==> src/rtl/tts_pkg.sv <==
// ----------------------------------------------------------------------------
// tts_pkg
// Types and constants shared by the task scheduler modules.
// ----------------------------------------------------------------------------
package tts_pkg;

  localparam int unsigned NumSlotsDefault = 8;
  localparam int unsigned QueueDepth = 2;

  typedef enum logic [2:0] {
    CMD_ADD      = 3'd0,
    CMD_DELETE   = 3'd1,
    CMD_ENABLE   = 3'd2,
    CMD_DISABLE  = 3'd3,
    CMD_ADDDELAY = 3'd4,
    CMD_TICK     = 3'd5,
    CMD_DISPATCH = 3'd6,
    CMD_NOP      = 3'd7
  } cmd_t;

  typedef struct packed {
    logic [2:0]  cmd;
    logic [2:0]  slot;
    logic [7:0]  task_ident;
    logic [31:0] ticks;
    logic [31:0] period_ticks;
    logic        coop_mode;
    logic        enable_flag;
  } in_word_t;

  typedef struct packed {
    logic       kind;
    logic [2:0] run_slot;
    logic [7:0] run_ident;
    logic       table_full;
    logic       last;
  } out_word_t;

  // classified command handed from front to back
  typedef struct packed {
    cmd_t        op;
    logic        in_range;
    logic [2:0]  slot;
    logic [7:0]  task_ident;
    logic [31:0] ticks;
    logic [31:0] period_ticks;
    logic        coop_mode;
    logic        enable_flag;
  } job_t;

endpackage

==> src/rtl/tts_front.sv <==
// ----------------------------------------------------------------------------
// tts_front
// Accepts command words, decodes them and queues them for the back end.
// ----------------------------------------------------------------------------
module tts_front #(
  parameter int unsigned NUM_SLOTS = tts_pkg::NumSlotsDefault
) (
  input  logic             clk,
  input  logic             rst,
  input  logic             valid,
  output logic             stall,
  input  tts_pkg::in_word_t data,
  output logic             job_valid,
  input  logic             job_take,
  output tts_pkg::job_t    job
);

  localparam int unsigned Depth = tts_pkg::QueueDepth;

  tts_pkg::job_t q [Depth];
  logic          wr_ptr;
  logic          rd_ptr;
  logic [1:0]    count;
  tts_pkg::job_t decoded;
  logic          push;
  logic          pop;

  always_comb begin
    decoded.op           = tts_pkg::cmd_t'(data.cmd);
    decoded.in_range     = ({3'd0, data.slot} < 6'(NUM_SLOTS));
    decoded.slot         = data.slot;
    decoded.task_ident   = data.task_ident;
    decoded.ticks        = data.ticks;
    decoded.period_ticks = data.period_ticks;
    decoded.coop_mode    = data.coop_mode;
    decoded.enable_flag  = data.enable_flag;
  end

  assign stall     = (count == 2'(Depth));
  assign push      = valid && !stall;
  assign job_valid = (count != 2'd0);
  assign pop       = job_valid && job_take;
  assign job       = q[rd_ptr];

  always_ff @(posedge clk) begin
    if (push) begin
      q[wr_ptr] <= decoded;
    end
    if (rst) begin
      wr_ptr <= 1'b0;
      rd_ptr <= 1'b0;
      count  <= 2'd0;
    end else begin
      if (push) wr_ptr <= ~wr_ptr;
      if (pop) rd_ptr <= ~rd_ptr;
      count <= count + 2'(push) - 2'(pop);
    end
  end

endmodule

==> src/rtl/tts_back.sv <==
// ----------------------------------------------------------------------------
// tts_back
// Slot table and sequencer: executes commands, walks slots one per cycle unless the output stalls.
// ----------------------------------------------------------------------------
module tts_back #(
  parameter int unsigned NUM_SLOTS = tts_pkg::NumSlotsDefault
) (
  input  logic              clk,
  input  logic              rst,
  input  logic              job_valid,
  output logic              job_take,
  input  tts_pkg::job_t     job,
  output logic              valid,
  input  logic              stall,
  output tts_pkg::out_word_t data
);

  localparam int unsigned IdxW = (NUM_SLOTS > 1) ? $clog2(NUM_SLOTS) : 1;
  localparam int unsigned CntW = $clog2(NUM_SLOTS + 1);

  typedef enum logic [1:0] {S_IDLE, S_WALK, S_DONE} state_t;

  state_t              state;
  tts_pkg::job_t       cur;
  logic [IdxW-1:0]     idx;
  logic [CntW-1:0]     slots_used;
  logic                slot_valid   [NUM_SLOTS];
  logic [7:0]          slot_ident   [NUM_SLOTS];
  logic [31:0]         slot_delay   [NUM_SLOTS];
  logic [31:0]         slot_period  [NUM_SLOTS];
  logic [7:0]          slot_pending [NUM_SLOTS];
  logic                slot_coop    [NUM_SLOTS];
  logic                slot_enabled [NUM_SLOTS];
  logic [IdxW-1:0]     sidx;
  logic [IdxW-1:0]     uidx;
  logic                out_free;
  logic                walk_emit;

  assign sidx     = IdxW'(cur.slot);
  assign uidx     = slots_used[IdxW-1:0];
  assign out_free = !valid || !stall;
  assign job_take = (state == S_IDLE);

  always_comb begin
    walk_emit = 1'b0;
    if (cur.op == tts_pkg::CMD_TICK) begin
      walk_emit = slot_enabled[idx] && slot_delay[idx] == 32'd0 && !slot_coop[idx]
                  && slot_valid[idx];
    end else begin
      walk_emit = slot_coop[idx] && slot_pending[idx] != 8'd0 && slot_valid[idx];
    end
  end

  always_ff @(posedge clk) begin
    if (rst) begin
      state      <= S_IDLE;
      valid      <= 1'b0;
      idx        <= '0;
      slots_used <= '0;
      for (int i = 0; i < NUM_SLOTS; i++) begin
        slot_valid[i]   <= 1'b0;
        slot_ident[i]   <= 8'd0;
        slot_delay[i]   <= 32'd0;
        slot_period[i]  <= 32'd0;
        slot_pending[i] <= 8'd0;
        slot_coop[i]    <= 1'b1;
        slot_enabled[i] <= 1'b0;
      end
    end else begin
      if (valid && !stall) valid <= 1'b0;
      case (state)
        S_IDLE: begin
          if (job_valid) begin
            cur   <= job;
            idx   <= '0;
            state <= (job.op == tts_pkg::CMD_TICK || job.op == tts_pkg::CMD_DISPATCH)
                     ? S_WALK : S_DONE;
          end
        end
        S_WALK: begin
          if (out_free) begin
            if (walk_emit) begin
              valid          <= 1'b1;
              data.kind      <= 1'b0;
              data.run_slot  <= 3'(idx);
              data.run_ident <= slot_ident[idx];
              data.table_full <= 1'b0;
              data.last      <= 1'b0;
            end
            if (cur.op == tts_pkg::CMD_TICK) begin
              if (slot_enabled[idx]) begin
                if (slot_delay[idx] == 32'd0) begin
                  if (slot_coop[idx] && slot_pending[idx] != 8'hFF) begin
                    slot_pending[idx] <= slot_pending[idx] + 8'd1;
                  end
                  if (slot_period[idx] != 32'd0) begin
                    slot_delay[idx] <= slot_period[idx] - 32'd1;
                  end
                end else begin
                  slot_delay[idx] <= slot_delay[idx] - 32'd1;
                end
              end
            end else begin
              if (slot_coop[idx] && slot_pending[idx] != 8'd0) begin
                slot_pending[idx] <= slot_pending[idx] - 8'd1;
              end
              if (slot_period[idx] == 32'd0) slot_valid[idx] <= 1'b0;
            end
            if ({1'b0, idx} == (IdxW + 1)'(NUM_SLOTS - 1)) begin
              state <= S_DONE;
            end else begin
              idx <= idx + 1'b1;
            end
          end
        end
        S_DONE: begin
          if (out_free) begin
            valid           <= 1'b1;
            data.kind       <= 1'b1;
            data.run_slot   <= 3'd0;
            data.run_ident  <= 8'd0;
            data.table_full <= 1'b0;
            data.last       <= 1'b1;
            state           <= S_IDLE;
            case (cur.op)
              tts_pkg::CMD_ADD: begin
                if (slots_used < CntW'(NUM_SLOTS)) begin
                  slot_valid[uidx]   <= 1'b1;
                  slot_ident[uidx]   <= cur.task_ident;
                  slot_delay[uidx]   <= cur.ticks;
                  slot_period[uidx]  <= cur.period_ticks;
                  slot_pending[uidx] <= 8'd0;
                  slot_coop[uidx]    <= cur.coop_mode;
                  slot_enabled[uidx] <= cur.enable_flag;
                  slots_used         <= slots_used + 1'b1;
                  data.run_slot      <= 3'(uidx);
                end else begin
                  data.table_full <= 1'b1;
                  data.run_slot   <= 3'(NUM_SLOTS - 1);
                end
              end
              tts_pkg::CMD_DELETE: begin
                if (cur.in_range) begin
                  slot_valid[sidx]   <= 1'b0;
                  slot_delay[sidx]   <= 32'd0;
                  slot_period[sidx]  <= 32'd0;
                  slot_pending[sidx] <= 8'd0;
                  slot_enabled[sidx] <= 1'b0;
                end
              end
              tts_pkg::CMD_ENABLE: begin
                if (cur.in_range) slot_enabled[sidx] <= 1'b1;
              end
              tts_pkg::CMD_DISABLE: begin
                if (cur.in_range) begin
                  slot_enabled[sidx] <= 1'b0;
                  slot_delay[sidx]   <= 32'd0;
                end
              end
              tts_pkg::CMD_ADDDELAY: begin
                if (cur.in_range) slot_delay[sidx] <= slot_delay[sidx] + cur.ticks;
              end
              default: begin
              end
            endcase
          end
        end
        default: state <= S_IDLE;
      endcase
    end
  end

endmodule

==> src/rtl/time_triggered_task_scheduler_top.sv <==
// Commands other than tick/dispatch pass through the back end's idle and done states
// and then emit a done word. Tick and dispatch walk the slot table one slot per cycle
// while the output is not stalled, then emit a done word. One command executes
// at a time; a two-word queue lets the next commands be accepted meanwhile.
// Synchronous reset clears the slot table and allocation index.
// ----------------------------------------------------------------------------
// time_triggered_task_scheduler_top
// Task slot scheduler: command front end, queue, slot table back end.
// ----------------------------------------------------------------------------
module time_triggered_task_scheduler_top #(
  parameter int unsigned NUM_SLOTS = tts_pkg::NumSlotsDefault
) (
  input  logic               clk,
  input  logic               rst,
  input  logic               in_valid,
  output logic               in_stall,
  input  tts_pkg::in_word_t  in_data,
  output logic               out_valid,
  input  logic               out_stall,
  output tts_pkg::out_word_t out_data
);

  logic          job_valid;
  logic          job_take;
  tts_pkg::job_t job;

  tts_front #(.NUM_SLOTS(NUM_SLOTS)) u_front (
    .clk, .rst, .valid(in_valid), .stall(in_stall), .data(in_data),
    .job_valid, .job_take, .job
  );

  tts_back #(.NUM_SLOTS(NUM_SLOTS)) u_back (
    .clk, .rst, .job_valid, .job_take, .job,
    .valid(out_valid), .stall(out_stall), .data(out_data)
  );

endmodule

==> config.mk <==
export PLATFORM = sky130hd
export DESIGN_NAME = time_triggered_task_scheduler_top
export DESIGN_NICKNAME = d
export VERILOG_FILES = /design/src/rtl/tts_pkg.sv /design/src/rtl/tts_front.sv /design/src/rtl/tts_back.sv /design/src/rtl/time_triggered_task_scheduler_top.sv
export SDC_FILE = /design/constraint.sdc
export NUM_CORES = 1
export LEC_CHECK = 0
export BUFFER_PORTS_ARGS = -buffer_cell sky130_fd_sc_hd__buf_2
export CAP_MARGIN = 0
export CORE_MARGIN = 1.5
export CORE_UTILIZATION = 68
export CTS_BUF_LIST = sky130_fd_sc_hd__clkbuf_16
export DETAILED_ROUTE_END_ITERATION = 12
export PLACE_DENSITY = 0.86
export SYNTH_ARGS = -nofsm -noshare
export SYNTH_HDL_FRONTEND = slang
export SYNTH_HIERARCHICAL = 1
export SYNTH_SLANG_ARGS = --single-unit
==> constraint.sdc <==
create_clock -name clk -period 11.9 [get_ports clk]
set_input_delay 0 -clock clk [delete_from_list [all_inputs] [get_ports clk]]
set_output_delay 0 -clock clk [all_outputs]
set_load 0.1 [all_outputs]
## Yosys cells after proc, flatten, opt, wreduce, memory -nomap -nowiden

Memory sizes are Yosys's and may differ from the RTL's. A register that Yosys moved wholly into a read port is not among the register bits.
Index checks and enable logic that the tools add are counted.
Widths: inputs -> output; s select.

| storage, ports and cells | value |
|---|---|
| memories kept | 8 |
| bits in registers | 109 |
| bits in writable memories | 824 |
| output and inout port bits | 16 |
| word-level logic and storage cells | 267 |
| input port bits | 84 |

Memory list:

| name | words | bits a word | read ports | clocked after memory_dff | wr ports | RTL line | source |
|---|---|---|---|---|---|---|---|
| u_back.slot_delay | 8 | 32 | 2 | 2 | 8 | tts_back.sv:29 | `logic [31:0] slot_delay [NUM_SLOTS];` |
| u_back.slot_period | 8 | 32 | 1 | 1 | 8 | tts_back.sv:30 | `logic [31:0] slot_period [NUM_SLOTS];` |
| u_front.q | 2 | 80 | 1 | 1 | 1 | tts_front.sv:20 | `tts_pkg::job_t q [Depth];` |
| u_back.slot_ident | 8 | 8 | 1 | 1 | 8 | tts_back.sv:28 | `logic [7:0] slot_ident [NUM_SLOTS];` |
| u_back.slot_pending | 8 | 8 | 1 | 1 | 8 | tts_back.sv:31 | `logic [7:0] slot_pending [NUM_SLOTS];` |
| u_back.slot_coop | 8 | 1 | 1 | 1 | 8 | tts_back.sv:32 | `logic slot_coop [NUM_SLOTS];` |
| 2 more memories | n/a | n/a | n/a | n/a | n/a | n/a |  |

| operators by class | value |
|---|---|
| equality and inequality tests | 18 |
| bitwise gates (word level) | 9 |
| order comparisons | 1 |
| mux-type cells | 158 |
| reductions and logical operators | 44 |
| $add $sub $neg | 9 |

Operators with widths:

| cell | count |
|---|---|
| $mux 32 | 8 |
| $reduce_or 32->1 | 5 |
| $mux 3 | 35 |
| $mux 1 | 98 |
| $logic_not 32->1 | 2 |
| $sub 32x1->32 const B | 2 |
| $mux 14 | 3 |
| $mux 8 | 5 |
| $add 32x32->32 | 1 |
| $reduce_bool 32->1 | 1 |
| $reduce_or 8->1 | 4 |
| $pmux 14 s2 | 1 |
| $eq 3x3->1 const B | 5 |
| $reduce_and 4->1 | 3 |
| $mux 2 | 5 |
| $ne 2x1->1 const B | 5 |
| $logic_and 1x1->1 | 9 |
| $add 8x1->8 const B | 1 |
| $ne 8x8->1 const B | 1 |
| $reduce_bool 8->1 | 1 |
| $sub 8x1->8 const B | 1 |
| $eq 3x2->1 const B | 2 |
| $or 1x1->1 | 6 |
| $pmux 2 s3 | 1 |
| other kinds (20) | 34 |

## Longest topological paths before layout

| logic depth | value |
|---|---|
| depth after elaboration | 15 |
| mapped depth | 26 |
| mapped depth without buffers | 18 |

## Hierarchy

The synthesis kept the hierarchy.

Modules (own cells, without submodules):

| module | area an instance (um2) | cells an instance | times used | sequential area each (um2) |
|---|---|---|---|---|
| tts_back | 39674.3 | 3042 | 1 | 23002.1 |
| tts_front | 6015.8 | 278 | 1 | 4904.7 |

## Least setup slack after synthesis

OpenSTA, ideal clock, no wires.

| path | value |
|---|---|
| path type | register -> register |
| from | register (tool-made name) |
| to | memory u_back.slot_delay[0][20], data pin |
| arrival | 5.012 ns |
| setup slack | 6.605 ns |
| clock period less this slack | 5.295 ns |
| stages on the path, launching flop included | 24 |
| data required time | 11.617 ns |
| path buffers | 10 |
| library setup time | 0.283 ns |
| cell sequence | dfxtp_1 > buf_6 > buf_6 > buf_4 > buf_2 > buf_2 > buf_4 > buf_2 > buf_2 > buf_2 > buf_2 > nor2_1 > nor2_1 > o21ai_0 > ha_1 > inv_1 > and4bb_2 > and2_1 > and3_1 > mux2_2 > xor2_1 > nor2_1 > a221oi_1 > nor2_1 |

RTL lines:

| item | RTL line |
|---|---|
| end, declared | tts_back.sv:29 |

==> impl_results.md <==
- Crit path kind: flip-flop to flip-flop
- Worst Setup End Kind: flip-flop
- Die X-Extent: about 260 µm
- Die ar.: approximately 69000 µm²
- Yosys warning count: 6
- Pins Over Slew Limit: 0
- Register area share after synthesis: about three fifths
- Routability cong.: a little over 1
- Area Overhead vs Synth: 10.6%
- Worst vdd ir: roughly 0.00022 V
- Initial DRC Count: 5165
- Via count of the first global-routing pass: between 30000 and 40000
- Slew HR: between 20 and 25%
- Setup crit start kind: flip-flop
- Status: finished, final reports clean
- Setup Fix Bufs, Post-CTS: 0
- DR vias/cell: approximately 7.2
- Final hold vios: 0
- Critical path peak fanout: 38
- Worst-margin pin slew: around 1.2 ns
- CORE AREA: 66100 µm²
- Synth top area cells: edfxtp_1 (60%), mux4_2 (11%), nor2_1 (5.9%), mux2_2 (3.4%), mux2i_1 (2.3%)
- Chip height: 262 µm
- Pwr Density: 183 nW/µm²
- Post-synth EDFFs: just over 900
- First-pass GRT wire length: a little under 200000 µm
- Post-synth top cells: edfxtp_1 (910), nor2_1 (719), mux4_2 (219), nand2_1 (168), mux2_2 (138)
- Vias post-DR: about 32000
- Final hold slack: 0.0410 ns
- Clock Latency Late Sink: between 0.6 and 0.7 ns
- Antenna-violating nets left: 0
- Clock slew at reported path FFs: around 0.060 ns
- CTS Buffer Depth: 3
- Post-synthesis register bit count: ~940
- Avg WL per Cell: between 20 and 30 µm
- Max H-tree Level: 3
- Synth Area per Inst: around 14 µm²
- WP data arrival: about 7.9 ns
- Nets: 3590
- Port buffer count: slightly below 100
- Ports: 100
- Tmin final: about 7.6 ns
- Post-Syn Nets: about 3500
- Leak pwr: around 18 nW
- Final period util: between 60% and 70%
- Total routed wirelength: approximately 130000 µm
- Site Rows: 94
- CTS Buf Count: 91
- Synth area leader: edfxtp_1
- Max-Cap Viols: 0
- RSZ-0062 raised after global routing: false
- Classification of the worst-slack hold path: primary input to flip-flop
- Fmax: 132 MHz
- Clock skew: about 0.043 ns
- DRC viols: 0
- Yosys top cell area share: roughly three fifths
- Setup_tns: 0 ns
- TritonCTS clock tree: done
- Post-detail-place hpwl: a little over 80000 µm
- Main synth FF type: edfxtp_1
- Endpoints failing setup: 0
- Layout Utilization: 76.4%
- Layout fillers: ~3700
- Unique masters post-synth: 102
- Synthesized area: approximately 46000 µm²
- Root Driver: clkbuf_16
- Gr ovfl total: 0
- Layout cell share with drive strength beyond 1: 20.6%
- Clock Sinks: approximately 940
- Mapped Cells: roughly 3300
- Drt pass-1 iters: 6
- Starting density of the core: a little under 70%
- GRT Total Usage: a little under two fifths
- CP required: about 12 ns
- Initial antenna violation count: 0
- Most frequent cell after synthesis: edfxtp_1
- Async SR Flop Fraction: 0%
- Pin count of the biggest net entering global routing: 118
placed cells by master, fill, tap and decap left out, types with 18 or more instances in the layout:
cell type        n
a21o_1          22
a21oi_1         68
and2_1          78
buf_2           99
buf_4           61
clkbuf_16       91
clkinv_1        26
dfxtp_1         23
dlygate4sd3_1   82
edfxtp_1       910
ha_1            46
inv_1           52
mux2_2         138
mux2i_1        103
mux4_2         219
nand2_1        161
nand2b_1        31
nand3_1         44
nor2_1         716
nor2b_1         18
nor3_1          70
o21ai_0         55
or2_2           18
xnor2_1         33
xor2_1          33
stage by stage:
stage / setup slack, ns / instance area, µm² / power (mW) / std cells
detailed placement: 4.47 / 46800 / 6.37 / 4147
CTS: 4.39 / 50500 / 9.15 / 4395
global placement: 4.68 / 46800 / 6.26 / 4147
floorplan: 6.61 / 45700 / 5.71 / 3320
global route: 3.84 / 50500 / 9.50 / 4395
finish: 4.34 / 50500 / 9.24 / 4398
power breakdown:
part           internal (mW)  switching (mW)  total [mW]  leakage [nW]
sequential              3.95           0.203        4.15          9.38
clock                   1.53            1.27        2.80          1.48
combinational          0.866            1.42        2.28          7.25
cells by family after synthesis:
group                    synth area share, %
XOR/XNOR                                1.27
AO/OA/AOI/OAI                           4.84
multiplexers                            16.7
other                                0.00821
AND/OR/NAND/NOR                         12.3
flip-flops                              61.1
adder cells (fa/ha/maj)                 1.35
buffers and inverters                   2.53
worst paths after layout:
check	start	endpoint	cells past startpoint	slack (ns)
hold / removal	in_data[25]	u_front/q[0][25]	2	0.04
setup / recovery	flip-flop	u_back/slot_delay[4][20]	19	4.34
setup reg to reg	flip-flop	u_back/slot_delay[4][20]	19	4.34
hold reg to reg	u_back/slot_coop[3]	u_back/slot_coop[3]	2	0.51
critical path, stage by stage, from the launching register on:
cell	delay, ns
dfxtp_4	0.69
buf_4	0.60
buf_4	0.71
mux4_2	0.63
nor4_1	0.22
nand3_1	0.21
a2111o_1	0.56
o31ai_4	0.28
buf_4	0.44
mux2_2	0.40
ha_1	0.26
inv_1	0.11
and4bb_2	0.28
and2_1	0.18
and3_1	0.18
mux2_2	0.32
xor2_1	0.18
nor2_1	0.07
a221oi_1	0.75
nor2_1	0.14
routing by layer:
metal	share of wire, %	global-route usage, %	vias up
met5	0	0	-
met4	6.7	21.8	0
met3	13	9.91	586
met2	47	61.6	2745
met1	33	47.6	15400
li1	-	-	12800
state kept, by name, summed over array words and instances (netlist names), 4 cells and up, named ones only:
register and cells:
u_back/data 13, u_back/slot_period 256, u_front/q 160, u_back/slot_coop 8, u_back/slot_pending 64, u_back/slot_enabled 8, u_back/slots_used 4, u_back/slot_valid 8
u_back/cur 78, u_back/slot_ident 64, u_back/slot_delay 256
area by class of cell:
type | instances | area, µm² | share of cell area, %
Clock inverter | 75 | 593 | 1.17
Timing Repair Buffer | 243 | 1790 | 3.55
Inverter | 35 | 133 | 0.263
Antenna cell | 3 | 7.51 | 0.0149
Sequential cell | 939 | 27900 | 55.3
Tap cell | 864 | 1080 | 2.14
Multi-Input combinational cell | 2148 | 16700 | 33.1
Clock buffer | 91 | 2280 | 4.51
timing repair:
action,4_1_cts,5_1_grt
hold buffers,82,0
endpoints found under the hold margin,191,0
gates resized for setup,0,0
(Power assumes the default switching activity.)
